`src/rtl/mosl_pkg.sv`:
```
// shared constants, types and codes for the median-of-two-sorted-lists block
// no dependencies; every other file refers to this package by scoped names
`default_nettype none

package mosl_pkg;

	localparam int LIST_DEPTH  = 64;
	localparam int ADDR_W      = (LIST_DEPTH > 1) ? $clog2(LIST_DEPTH) : 1;
	localparam int CNT_W       = ADDR_W + 1;
	localparam int TOTAL_W     = CNT_W + 1;
	localparam int VALUE_W     = 32;
	localparam int QUEUE_DEPTH = 4;
	localparam int QPTR_W      = $clog2(QUEUE_DEPTH);

	// command codes on the input channel
	localparam logic [1:0] CMD_APPEND_FIRST  = 2'd0;
	localparam logic [1:0] CMD_APPEND_SECOND = 2'd1;
	localparam logic [1:0] CMD_MEDIAN        = 2'd2;

	// status codes on the result channel
	localparam logic [1:0] STATUS_OK      = 2'd0;
	localparam logic [1:0] STATUS_EMPTY   = 2'd1;
	localparam logic [1:0] STATUS_DROPPED = 2'd2;

	typedef enum logic [1:0] {
		OP_APPEND_FIRST,
		OP_APPEND_SECOND,
		OP_MEDIAN
	} op_t;

	typedef struct packed {
		op_t                        op;
		logic signed [VALUE_W-1:0]  value;
	} job_t;

endpackage

`default_nettype wire

```
`src/rtl/mosl_queue.sv`:
```
// short job queue between the front end and the list engine
// depends on mosl_pkg
`default_nettype none

module mosl_queue (
	input  logic              clk,
	input  logic              arst_n,
	input  logic              push_valid,
	output logic              push_ready,
	input  mosl_pkg::job_t    push_job,
	output logic              pop_valid,
	input  logic              pop_ready,
	output mosl_pkg::job_t    pop_job
);

	mosl_pkg::job_t               entries_q [mosl_pkg::QUEUE_DEPTH];
	logic [mosl_pkg::QPTR_W-1:0]  wr_ptr_q;
	logic [mosl_pkg::QPTR_W-1:0]  rd_ptr_q;
	logic [mosl_pkg::QPTR_W:0]    fill_q;
	logic                         push_fire;
	logic                         pop_fire;

	assign push_ready = (fill_q != (mosl_pkg::QPTR_W+1)'(mosl_pkg::QUEUE_DEPTH));
	assign pop_valid  = (fill_q != '0);
	assign pop_job    = entries_q[rd_ptr_q];
	assign push_fire  = push_valid && push_ready;
	assign pop_fire   = pop_valid && pop_ready;

	always_ff @(posedge clk) begin
		if (push_fire) begin
			entries_q[wr_ptr_q] <= push_job;
		end
	end

	always_ff @(posedge clk or negedge arst_n) begin
		if (!arst_n) begin
			wr_ptr_q <= '0;
			rd_ptr_q <= '0;
			fill_q   <= '0;
		end else begin
			if (push_fire) begin
				wr_ptr_q <= wr_ptr_q + 1'b1;
			end
			if (pop_fire) begin
				rd_ptr_q <= rd_ptr_q + 1'b1;
			end
			if (push_fire && !pop_fire) begin
				fill_q <= fill_q + 1'b1;
			end else if (pop_fire && !push_fire) begin
				fill_q <= fill_q - 1'b1;
			end
		end
	end

	a_fill_bound: assert property (@(posedge clk) disable iff (!arst_n)
		fill_q <= (mosl_pkg::QPTR_W+1)'(mosl_pkg::QUEUE_DEPTH))
		else $error("queue fill beyond depth");

	a_fill_push: assert property (@(posedge clk) disable iff (!arst_n)
		(push_fire && !pop_fire) |=> fill_q == $past(fill_q) + 1'b1)
		else $error("queue fill did not follow a push");

endmodule

`default_nettype wire

```
`config.mk`:
```
export PLATFORM = sky130hd
export DESIGN_NAME = mosl_queue
export DESIGN_NICKNAME = d
export VERILOG_FILES = /design/src/rtl/mosl_pkg.sv /design/src/rtl/mosl_queue.sv
export SDC_FILE = /design/constraint.sdc
export NUM_CORES = 1
export LEC_CHECK = 0
export ABC_AREA = 1
export ABC_CLOCK_PERIOD_IN_PS = 2800
export BUFFER_PORTS_ARGS = -buffer_cell sky130_fd_sc_hd__buf_2
export CORE_MARGIN = 4
export CORE_UTILIZATION = 57
export DETAILED_ROUTE_END_ITERATION = 16
export PLACE_DENSITY = 0.85
export SLEW_MARGIN = 0
export SYNTH_ARGS = -nofsm -noshare
export SYNTH_HDL_FRONTEND = slang
export SYNTH_SLANG_ARGS = --single-unit
```
`constraint.sdc`:
```
create_clock -name clk -period 2.8 [get_ports clk]
set_input_delay 0.28 -clock clk [delete_from_list [all_inputs] [get_ports clk]]
set_output_delay 0.28 -clock clk [all_outputs]
set_load 0.02 [all_outputs]
```
Word-level counts from Yosys, hierarchy flattened
Memories as Yosys holds them, arrays and structs flattened.
Cells that the tools add are included.
W data, S select, Z words.
{ "word_totals": {"ff_bits": 7, "ramBits": 136, "input_bits": 38, "out_inout_bits": 36, "elab_cells": 21, "memories": 1} }
{ "mem_list": {"columns": ["name", "words", "word_bits", "read_ports", "rd_clocked_by_memory_dff", "wr", "line", "source"], "rows": [
  ["entries_q", 4, 34, 1, 0, 1, "mosl_queue.sv:16", "mosl_pkg::job_t entries_q [mosl_pkg::QUEUE_DEPTH];"]
]} }
{ "classes": {"n_addsub": 4, "eq_ne": 1, "muxes": 4, "n_reduce_logical": 8} }
{ "op_table": {"columns": ["cell", "n"], "rows": [
  ["$mux W3", 2],
  ["$add A2 B1 Y2 const B", 2],
  ["$logic_and A1 B1 Y1", 4],
  ["$add A3 B1 Y3 const B", 1],
  ["$ne A3 B3 Y1 const B", 1],
  ["$reduce_bool A3 Y1", 1],
  ["$sub A3 B1 Y3 const B", 1],
  ["$logic_not A1 Y1", 2],
  ["$mux W1", 2],
  ["$reduce_bool A2 Y1", 1]
]} }

Depth between registers and ports, before layout
Gate-level depths: netlist (run 1).
{ "logic_depth": {"depth_word": 6, "ltp_mapped": 12, "ltp_nobuf": 12} }

Least setup slack after synthesis (run 1)
Ideal clock, no wire load.
{ "synth_timing": {"path_kind": "flip-flop to flip-flop", "start": "reg fill_q[0] (netlist name)", "end": "mem entries_q[0][0] (netlist name) (enable)", "setup_time_ns": 0.425, "arrival_ns": 2.367, "t_required_ns": 2.375, "path_slack_ns": 0.008, "stages_incl_launch_ff": 5, "n_path_buf": 0, "period_less_slack_ns": 2.792, "cell_sequence": "dfrtp_1 > inv_1 > nand3_1 > nand2_1 > nor2_1"} }
{ "synth_between": {"elab_chain_len": 4} }
{ "synth_lines": {"columns": ["element", "line", "source"], "rows": [
  ["from (decl)", "mosl_queue.sv:19", "logic [mosl_pkg::QPTR_W:0] fill_q;"],
  ["from (signal assigned)", "mosl_queue.sv:48", "fill_q <= fill_q + 1'b1;"],
  ["from (signal assigned)", "mosl_queue.sv:50", "fill_q <= fill_q - 1'b1;"],
  ["$ne A3 B3 Y1", "mosl_queue.sv:23", "assign push_ready = (fill_q != (mosl_pkg::QPTR_W+1)'(mosl_pkg::QUEUE_DEPTH));"],
  ["named net push_ready", "mosl_queue.sv:9", "output logic push_ready,"],
  ["$logic_and A1 B1 Y1", "mosl_queue.sv:26", "assign push_fire = push_valid && push_ready;"],
  ["$mux W1", "mosl_queue.sv:30", "if (push_fire) begin"],
  ["$mux W1 (implied by the code)", "mosl_queue.sv:31", "entries_q[wr_ptr_q] <= push_job;"],
  ["to (decl)", "mosl_queue.sv:16", null]
]} }
The timed path passes the listed nets, and every way through them passes these cells.

==> flow_summary_export.csv, run 1 <==
group,metric,value,unit
outcome,status,"completed",
yosys,synth_cell_types,17,
final_layout,area.growth.synth_to_final,22.4,%
routing,detail_route.iter0.violations,396,
final_layout,postLayoutCellArea,7240,um^2
clock_network,clkTransAtPathRegs,0.06,ns
die,die_x,110,um
yosys,synth_top_area_share,69.0,%
yosys,netlist_instances,456,
power,power_density,1090,nW/um^2
global_routing,antenna_found_initial,0,
final_layout,n_antenna_cell,0,
critical_path,path_max_fanout,80,
global_routing,grt_usage,21.8,%
yosys,synth_common_cells,"edfxtp_1, nand2_1, inv_1",
routing,drt-total-wl,12.0,mm
placed_design,placed_area,6340,um^2
yosys,synth_area,5920,um^2
yosys,ys.flop_type,"edfxtp_1",
power,vdd_drop_max,0.916,mV
routing,wl_per_cell,16.8,um
timing,setup_tns,0,ns
timing,rsz0062_at_grt,"no",
clock_network,cts_buffers,17,
job,cap_violations,0,
timing,report.final.slew_viol_count,0,
routing,drt-pass1-iter-count,4,
final_layout,drive_above_1_share,19.9,%
timing,tightestPinTransition,0.694,ns
yosys,synth.net_count,500,
yosys,synth_seq_cells,143,
critical_path,worstSetupPathType,"reg2out",
global_routing,grt_pass1_vias,3855,
routing,num_vias,3777,
global_routing,grt-ovfl-total,0,
yosys,synth_edf_count,136,
die,dieArea,12100,um^2
die,fp.dieH,110,um
timing,setup_violations,0,
yosys,synth_async_sr_flop_share,4.90,%
clock_network,cts_tree,"yes",
placed_design,place_congestion,0.762,
die,start_util,59.4,%
yosys,synth_warnings,0,
routing,antenna_left,0,
yosys,syn_avg_cell_area,13.0,um^2
clock_network,h-tree-depth,4,
timing,clock.fmax,394,MHz
clock_network,clock_latency,0.52,ns
global_routing,grt_max_degree,81,
critical_path,critPathRequiredTime,2.52,ns
critical_path,worst_setup_path_end_kind,"output port",
clock_network,cts_setup_buffers,0,
timing,slew-limit-headroom,53.6,%
final_layout,fillers,586,
die,num_rows,36,
global_routing,grt_first_pass_wirelength,19.3,mm
critical_path,start_kind,"flip-flop",
min_path,hold_class,"in2reg",
timing,finClkSkew,0.00879,ns
final_layout,fin_nets,614,
clock_network,clockBufferDepth,2,
die,core,9950,um^2
timing,holdWs,0.0186,ns
yosys,yosys-top-cells-area,"edfxtp_1, o211ai_1, nand2_1",
critical_path,crit_arrival,2.26,ns
yosys,post-synth-top-count-cell,"edfxtp_1",
final_layout,fin_util,72.8,%
timing,period_share,90.7,%
power,total_power,7910,uW
die,io_pins,74,
yosys,synth-seq-area-share,72.0,%
yosys,synth_top_area_cell,"edfxtp_1",
timing,period_minus_slack,2.54,ns
placed_design,numPortBuffers,73,
clock_network,ctsResizeCount,0,
clock_network,root_buffer,"clkbuf_8",
timing,hold_viol,0,
power,p_leak,0.00301,uW
routing,drc,0,
placed_design,dp_hpwl,7.01,mm
clock_network,clock_sink_count,143,
routing,viasPerCell,5.28,
[state kept, by name (all words and copies together), names as in the netlist]
signal     count
wr_ptr_q       2
entries_q    136
rd_ptr_q       2
fill_q         3
[area by class of cell]
class                   instances  area, um^2  area share, %
clock buffers                  18         418           5.77
clock inverters                13         148           2.04
inverters                      84         318           4.39
multi-input cells             207        1140           15.7
flip-flops and latches        143        4260           58.8
well taps                     133         166           2.30
repair buffers                117         793           11.0
[cell families (layout without fill, tap and decap cells)]
family,Yosys count,after routing,synth area share [%]
buffers and inverters,106,232,9.26
AO/OA/AOI/OAI,69,69,8.71
adder cells (fa/ha/maj),6,6,1.40
AND/OR/NAND/NOR,131,131,8.50
flip-flops,143,143,72.0
XOR/XNOR,1,1,0.148
[critical path, cell delays in order (launching register included)]
cell,delay [ns]
dfrtp_1,0.42
inv_4,0.42
buf_12,0.35
nand2_1,0.13
o211ai_1,0.13
nand2_1,0.10
buf_2,0.17
[per-stage QoR]
step	cells	setup slack [ns]
after global placement	650	0.716
after detailed placement	650	0.591
final	715	0.260
after CTS	715	0.228
after floorplan	456	0.00764
after global routing	715	0.0612
[placed cells by master, fill, tap and decap left out]
cell / netlist / routed
o21ai_0: 1 / 1
clkinvlp_4: 0 / 3
nand2_1: 119 / 119
ha_1: 5 / 5
clkinv_2: 0 / 3
clkbuf_8: 6 / 1
inv_4: 0 / 1
edfxtp_1: 136 / 136
inv_2: 2 / 1
fa_1: 1 / 1
nand4_1: 1 / 1
clkinv_4: 0 / 1
xnor2_1: 1 / 1
bufinv_16: 0 / 3
clkbuf_1: 0 / 1
nand3_1: 7 / 7
clkbuf_16: 0 / 16
buf_2: 3 / 73
nor2_4: 0 / 4
buf_4: 3 / 9
o211ai_1: 68 / 68
dlygate4sd3_1: 0 / 34
inv_1: 82 / 82
dfrtp_1: 7 / 7
buf_12: 0 / 1
clkinv_1: 0 / 3
[power breakdown]
group | internal [uW] | switching (uW) | leakage, uW
logic | 850 | 1950 | 0.00141
clock network | 1340 | 813 | 0.000269
registers | 2820 | 136 | 0.00133
total | 5010 | 2900 | 0.00301
[layer usage]
layer,GRT usage (%),wire length [um],vias to the layer above,part of all wire (%)
li1,-,-,1803,-
met1,25.5,4690,1810,39
met2,36.7,6400,137,53
met3,5.93,665,27,5.5
met4,11.7,295,0,2.4
met5,0,0,-,0
[final timing paths]
check / startpoint / endpoint / slack (ns) / depth (start not counted)
max in group asynchronous: arst_n / rd_ptr_q[1] / 2.51 / 2
min: push_job[0] / entries_q[3][0] / 0.02 / 1
max reg2reg: fill_q[0] / entries_q[3][24] / 0.59 / 5
min in group asynchronous: arst_n / wr_ptr_q[1] / 0.13 / 2
min reg2reg: fill_q[2] / fill_q[2] / 0.53 / 2
max: rd_ptr_q[0] / pop_job[8] / 0.26 / 6
[timing repair]
action / CTS / global route
hold buffers: 34 / 0
hold endpoints to repair: 139 / 0
setup endpoints to repair: 0 / 0
No activity file was read; power rests on OpenSTA's default activity.
==> run 2: changes to the inputs <==
Settings changed: PLACE_DENSITY 0.85 to 0.87.
==> run 2 against run 1 <==
  * Count of clock-buffer cells in the layout up 1
  * Wire length up 5.4%
  * Via count up 1.9%
  * Power up 2.6%
  * Clock power up 7%
  * Setup slack better by 0.29 ns
  * First-iteration DRC count down 15%
  * Register-to-register slack about the same
  * Non-clock buffer count up 2
  * Critical path depth unchanged
  * Combinational power up 1%
  * Critical endpoint is now pop_job[13]
  * Largest power group unchanged
==> flow_summary_export.csv, run 2 (same netlist as run 1, synthesis figures left out) <==
group,metric,value,unit
critical_path,path_common_cell,"nand2_1",
routing,num_vias,3847,
clock_network,root_buffer,"clkbuf_8",
final_layout,final_common_cell,"edfxtp_1",
timing,setup_tns,0,ns
routing,antenna_left,0,
critical_path,cp_cell_sequence,"inv_4, buf_4, nand2_1, o211ai_1, nand2_1, buf_2",
timing,rsz0062_at_grt,"no",
power,swShare,36.7,%
global_routing,grt_pass1_vias,3855,
die,core,9950,um^2
clock_network,clockBufferDepth,2,
clock_network,h-tree-depth,4,
final_layout,mostFrequentLayoutCells,"edfxtp_1, nand2_1, inv_1",
die,fp.dieH,110,um
critical_path,critical-path-top-delay-family,"buffers and inverters",
power,clkPwrFrac,28.4,%
clock_network,clock_sink_count,143,
power,p_leak,0.00304,uW
final_layout,fillers,584,
die,die_x,110,um
power,power_density,1110,nW/um^2
critical_path,critPathRequiredTime,2.52,ns
timing,clock.fmax,445,MHz
placed_design,numPortBuffers,73,
timing,slew-limit-headroom,53.8,%
critical_path,start_kind,"flip-flop",
power,comb_power_share,35.0,%
final_layout,n_antenna_cell,0,
critical_path,max_stage_delay,0.43,ns
critical_path,worst_setup_path_end_kind,"output port",
critical_path,rrSetupSlack,0.60,ns
clock_network,cts_buffers,17,
timing,period_minus_slack,2.25,ns
clock_network,cts_tree,"yes",
critical_path,cp_slowest_cell,"dfrtp_1",
critical_path,crit_start,"rd_ptr_q[0]",
routing,drt-total-wl,12.7,mm
critical_path,rr_worst_depth,5,
critical_path,r2r_start,"fill_q[0]",
power,intPower,5130,uW
power,total_power,8110,uW
final_layout,reg_top3,"entries_q x136, fill_q x3",
outcome,status,"completed",
global_routing,antenna_found_initial,0,
final_layout,top_register,"entries_q",
job,cap_violations,0,
timing,hold_viol,0,
placed_design,place_congestion,0.738,
power,power_switching,2980,uW
die,start_util,59.4,%
routing,detail_route.iter0.violations,336,
final_layout,drive_above_1_share,20.5,%
power,seqPwrFrac,36.5,%
routing,drt-pass1-iter-count,5,
critical_path,worstSetupPathType,"reg2out",
critical_path,crit_arrival,1.97,ns
critical_path,cp.depth,6,
routing,drc,0,
routing,viasPerCell,5.36,
timing,report.final.slew_viol_count,0,
final_layout,area.growth.synth_to_final,23.5,%
critical_path,path_max_fanout,45,
die,num_rows,36,
timing,tightestPinTransition,0.691,ns
timing,period_share,80.2,%
final_layout,largest_register_ffs,136,
min_path,hold_class,"in2reg",
die,io_pins,74,
global_routing,grt-ovfl-total,0,
timing,finClkSkew,0.00827,ns
clock_network,clock_latency,0.52,ns
final_layout,fin_nets,616,
critical_path,r2r_end,"entries_q[1][21]",
critical_path,crit_path_end,"pop_job[13]",
die,dieArea,12100,um^2
power,vdd_drop_max,0.796,mV
timing,setup_violations,0,
placed_design,dp_hpwl,7.40,mm
global_routing,grt_max_degree,93,
routing,wl_per_cell,17.7,um
critical_path,worst-path-buf-inv,3,
global_routing,grt_first_pass_wirelength,19.7,mm
clock_network,clkTransAtPathRegs,0.06,ns
clock_network,cts_setup_buffers,0,
global_routing,grt_usage,22.5,%
## run 2: changes by cell type in the layout (fill, tap and decap cells not counted)
cell	before	now
clkinvlp_4	3	2
clkinv_2	3	2
clkbuf_1	1	2
bufinv_16	3	4
clkinv_1	3	0
buf_4	9	10
dlygate4sd3_1	34	35
inv_6	0	1
clkinv_4	1	4
## run 2: power by group through the flow
stage	sequential [uW]	clock, uW	combinational [uW]
global placement	2980	0	2650
floorplan	2970	0	2090
detailed placement	3000	0	2770
global route	3000	2440	3090
finish	2960	2310	2840
CTS	2960	2320	2850
## run 2: final cells by class
type | instances | area, um^2 | area share (%)
timing repair buffer | 119 | 811 | 11.1
inverter | 84 | 318 | 4.35
clock buffer | 19 | 422 | 5.77
tap | 133 | 166 | 2.28
sequential | 143 | 4260 | 58.3
multi-input combinational | 207 | 1140 | 15.6
clock inverter | 13 | 189 | 2.59
## run 2: what timing repair did
| action | in CTS | in global routing |
|---|---|---|
| hold buffers | 35 | 0 |
| endpoints found under the hold margin | 143 | 0 |
| resized for setup | 0 | 0 |
## run 2: worst min path at each step
stage / from / endpoint / slack [ns] / depth (start not counted)
finish: pop_ready / rd_ptr_q[0] / 0.04 / 3
global route: pop_ready / rd_ptr_q[0] / 0.04 / 3
CTS: pop_ready / rd_ptr_q[0] / 0.01 / 3
detailed placement: arst_n / wr_ptr_q[1] / 0.12 / 1
global placement: arst_n / wr_ptr_q[0] / 0.12 / 1
floorplan: arst_n / fill_q[0] / -0.02 / 0
## run 2: metal layers
| layer | wire length, um | vias up | GRT usage, % | part of all wire [%] |
|---|---|---|---|---|
| met4 | 249 | 0 | 8.37 | 2.0 |
| met5 | 0 | - | 0 | 0 |
| met2 | 6690 | 151 | 39.3 | 53 |
| li1 | - | 1804 | - | - |
| met3 | 756 | 26 | 6.17 | 6.0 |
| met1 | 5000 | 1866 | 26.6 | 39 |
## run 2: through the flow
stage	util (%)	hold slack, ns	instances	area, um^2	setup slack, ns
floorplan	-	-0.0156	456	5920	0.00764
global placement	63.7	0.118	651	6340	0.740
detailed placement	63.7	0.122	651	6340	0.623
CTS	73.4	0.0103	718	7300	0.506
global route	73.4	0.0361	718	7300	0.438
finish	73.4	0.0354	718	7300	0.555
## run 2: worst min-delay path, cell delays in order
cell	delay, ns
buf_2	0.10
nand3_1	0.07
nand2_1	0.06
==> run 3: changes to the inputs <==
Settings changed: ABC_CLOCK_PERIOD_IN_PS 2800 to 2000, CORE_UTILIZATION 57 to 52, PLACE_DENSITY 0.87 to 0.84.
Clock period 2.8 ns to 2 ns, I/O delays scaled along.
==> run 3 against run 2 <==
  * Register-to-register slack got worse by 0.48 ns
  * First-iteration DRC count fell by 26%
  * Die area rose by 8.9%
  * Sequential share of layout area fell by 1.2 points
  * Wire length fell by 3.5%
  * Clock power rose by 44%
  * Setup slack got worse by 0.46 ns
  * Count of clock-buffer cells in the layout fell by 2
  * Core utilization fell by 5.4 points
  * Worst hold slack got worse by 0.015 ns
  * Critical path depth fell by 1
  * Critical endpoint is now pop_job[31]
  * Highest routed layer unchanged
==> flow_summary_export.csv, run 3 (same netlist as run 1, synthesis figures left out) <==
group,metric,value,unit
outcome,status,"completed",
routing,viasPerCell,5.20,
final_layout,n_antenna_cell,0,
global_routing,grt-ovfl-total,0,
timing,period_share,95.2,%
die,start_util,53.9,%
critical_path,critPathRequiredTime,1.80,ns
global_routing,grt_max_degree,50,
critical_path,cp_cell_sequence,"inv_2, buf_12, o211ai_1, nand2_1, buf_2",
min_path,hold_class,"in2reg",
critical_path,path_max_fanout,21,
final_layout,drive_above_1_share,22.9,%
power,seqPwrFrac,35.2,%
critical_path,cp_slowest_cell,"dfrtp_1",
final_layout,largest_register_ffs,136,
final_layout,final_common_cell,"edfxtp_1",
clock_network,clockBufferDepth,2,
placed_design,numPortBuffers,73,
global_routing,grt_pass1_vias,3828,
die,core,11000,um^2
job,cap_violations,0,
power,comb_power_share,36.6,%
power,vdd_drop_max,1.18,mV
clock_network,h-tree-depth,4,
timing,setup_violations,0,
final_layout,mostFrequentLayoutCells,"edfxtp_1, nand2_1, inv_1",
critical_path,rrSetupSlack,0.12,ns
critical_path,worstSetupPathType,"reg2out",
timing,tightestPinTransition,0.355,ns
clock_network,root_buffer,"clkbuf_16",
final_layout,layout.cells.non_filler,726,
final_layout,area.growth.synth_to_final,26.2,%
placed_design,dp_hpwl,7.33,mm
clock_network,cts_tree,"yes",
global_routing,grt_usage,19.3,%
final_layout,fin_util,68.0,%
timing,hold_viol,0,
final_layout,fin_nets,617,
die,dieArea,13100,um^2
routing,wl_per_cell,16.9,um
timing,finClkSkew,0.00467,ns
die,num_rows,38,
routing,drc,0,
clock_network,clock_sink_count,143,
routing,detail_route.iter0.violations,249,
critical_path,start_kind,"flip-flop",
routing,num_vias,3776,
power,p_leak,0.00310,uW
routing,drt-total-wl,12.2,mm
die,die_x,115,um
timing,report.final.slew_viol_count,0,
power,power_density,1580,nW/um^2
timing,period_minus_slack,1.90,ns
timing,setup_tns,0,ns
final_layout,reg_top3,"entries_q x136, fill_q x3",
die,io_pins,74,
power,power_switching,4280,uW
routing,drt-pass1-iter-count,5,
clock_network,clock_latency,0.41,ns
final_layout,top_register,"entries_q",
global_routing,antenna_found_initial,0,
placed_design,place_congestion,0.853,
critical_path,crit_arrival,1.70,ns
placed_design,dp.cells,661,
power,swShare,36.2,%
clock_network,clkTransAtPathRegs,0.06,ns
power,intPower,7540,uW
power,clkPwrFrac,28.2,%
critical_path,worst_setup_path_end_kind,"output port",
timing,fin_ws,0.0967,ns
die,fp.dieH,115,um
routing,antenna_left,0,
timing,slew-limit-headroom,76.3,%
clock_network,cts_buffers,17,
critical_path,max_stage_delay,0.40,ns
timing,clock.fmax,525,MHz
final_layout,postLayoutCellArea,7470,um^2
placed_design,preCtsSetupSlack,0.0978,ns
placed_design,placed_area,6460,um^2
global_routing,grt_first_pass_wirelength,19.1,mm
## run 3: metal layers
| metal | GRT usage [%] | up-vias | share of wire (%) |
|---|---|---|---|
| li1 | - | 1815 | - |
| met1 | 23.7 | 1814 | 40 |
| met2 | 32.0 | 130 | 52 |
| met3 | 5.44 | 17 | 6.7 |
| met4 | 8.16 | 0 | 1.7 |
| met5 | 0 | - | 0 |
## run 3: per-stage QoR
step / hold WS, ns / total power, uW
finish: 0.0200 / 11800
global route: 0.0151 / 12500
CTS: 0.00192 / 11700
detailed placement: 0.0430 / 8290
global placement: 0.0382 / 8110
floorplan: -0.0956 / 7090
## run 3: area by class of cell
cell class / instances / area [um^2]
clock buffer: 17 / 425
clock inverter: 15 / 210
fill: 693 / 3520
inverter: 84 / 323
multi-input combinational: 207 / 1150
sequential: 143 / 4260
tap: 140 / 175
timing repair buffer: 120 / 920
## run 3: power groups by stage
stage	Combinational [uW]	Clock (uW)	Sequential, uW
finish	4330	3330	4160
global route	4750	3520	4200
CTS	4190	3370	4150
detailed placement	4100	0	4190
global placement	3950	0	4160
floorplan	2940	0	4150
## run 3: critical path, delay by kind of cell (launching register included)
family                 cells  cell delay [ns]
buffers and inverters      3             0.67
AO/OA/AOI/OAI              1             0.12
AND/OR/NAND/NOR            1             0.09
flip-flops                 1             0.40
## run 3: what timing repair did
item	CTS	global route
hold endpoints to repair	111	0
resized for setup	0	10
buffers inserted	0	3
hold buffers	29	0
setup endpoints to repair	0	22
## run 3: worst paths after layout
path	endpoint	cells past startpoint	from
max	pop_job[31]	5	rd_ptr_q[1]
min	entries_q[0][2]	1	push_job[2]
max reg2reg	fill_q[2]	10	fill_q[0]
min reg2reg	fill_q[2]	2	fill_q[2]
max in group asynchronous	rd_ptr_q[0]	2	arst_n
min in group asynchronous	fill_q[2]	2	arst_n
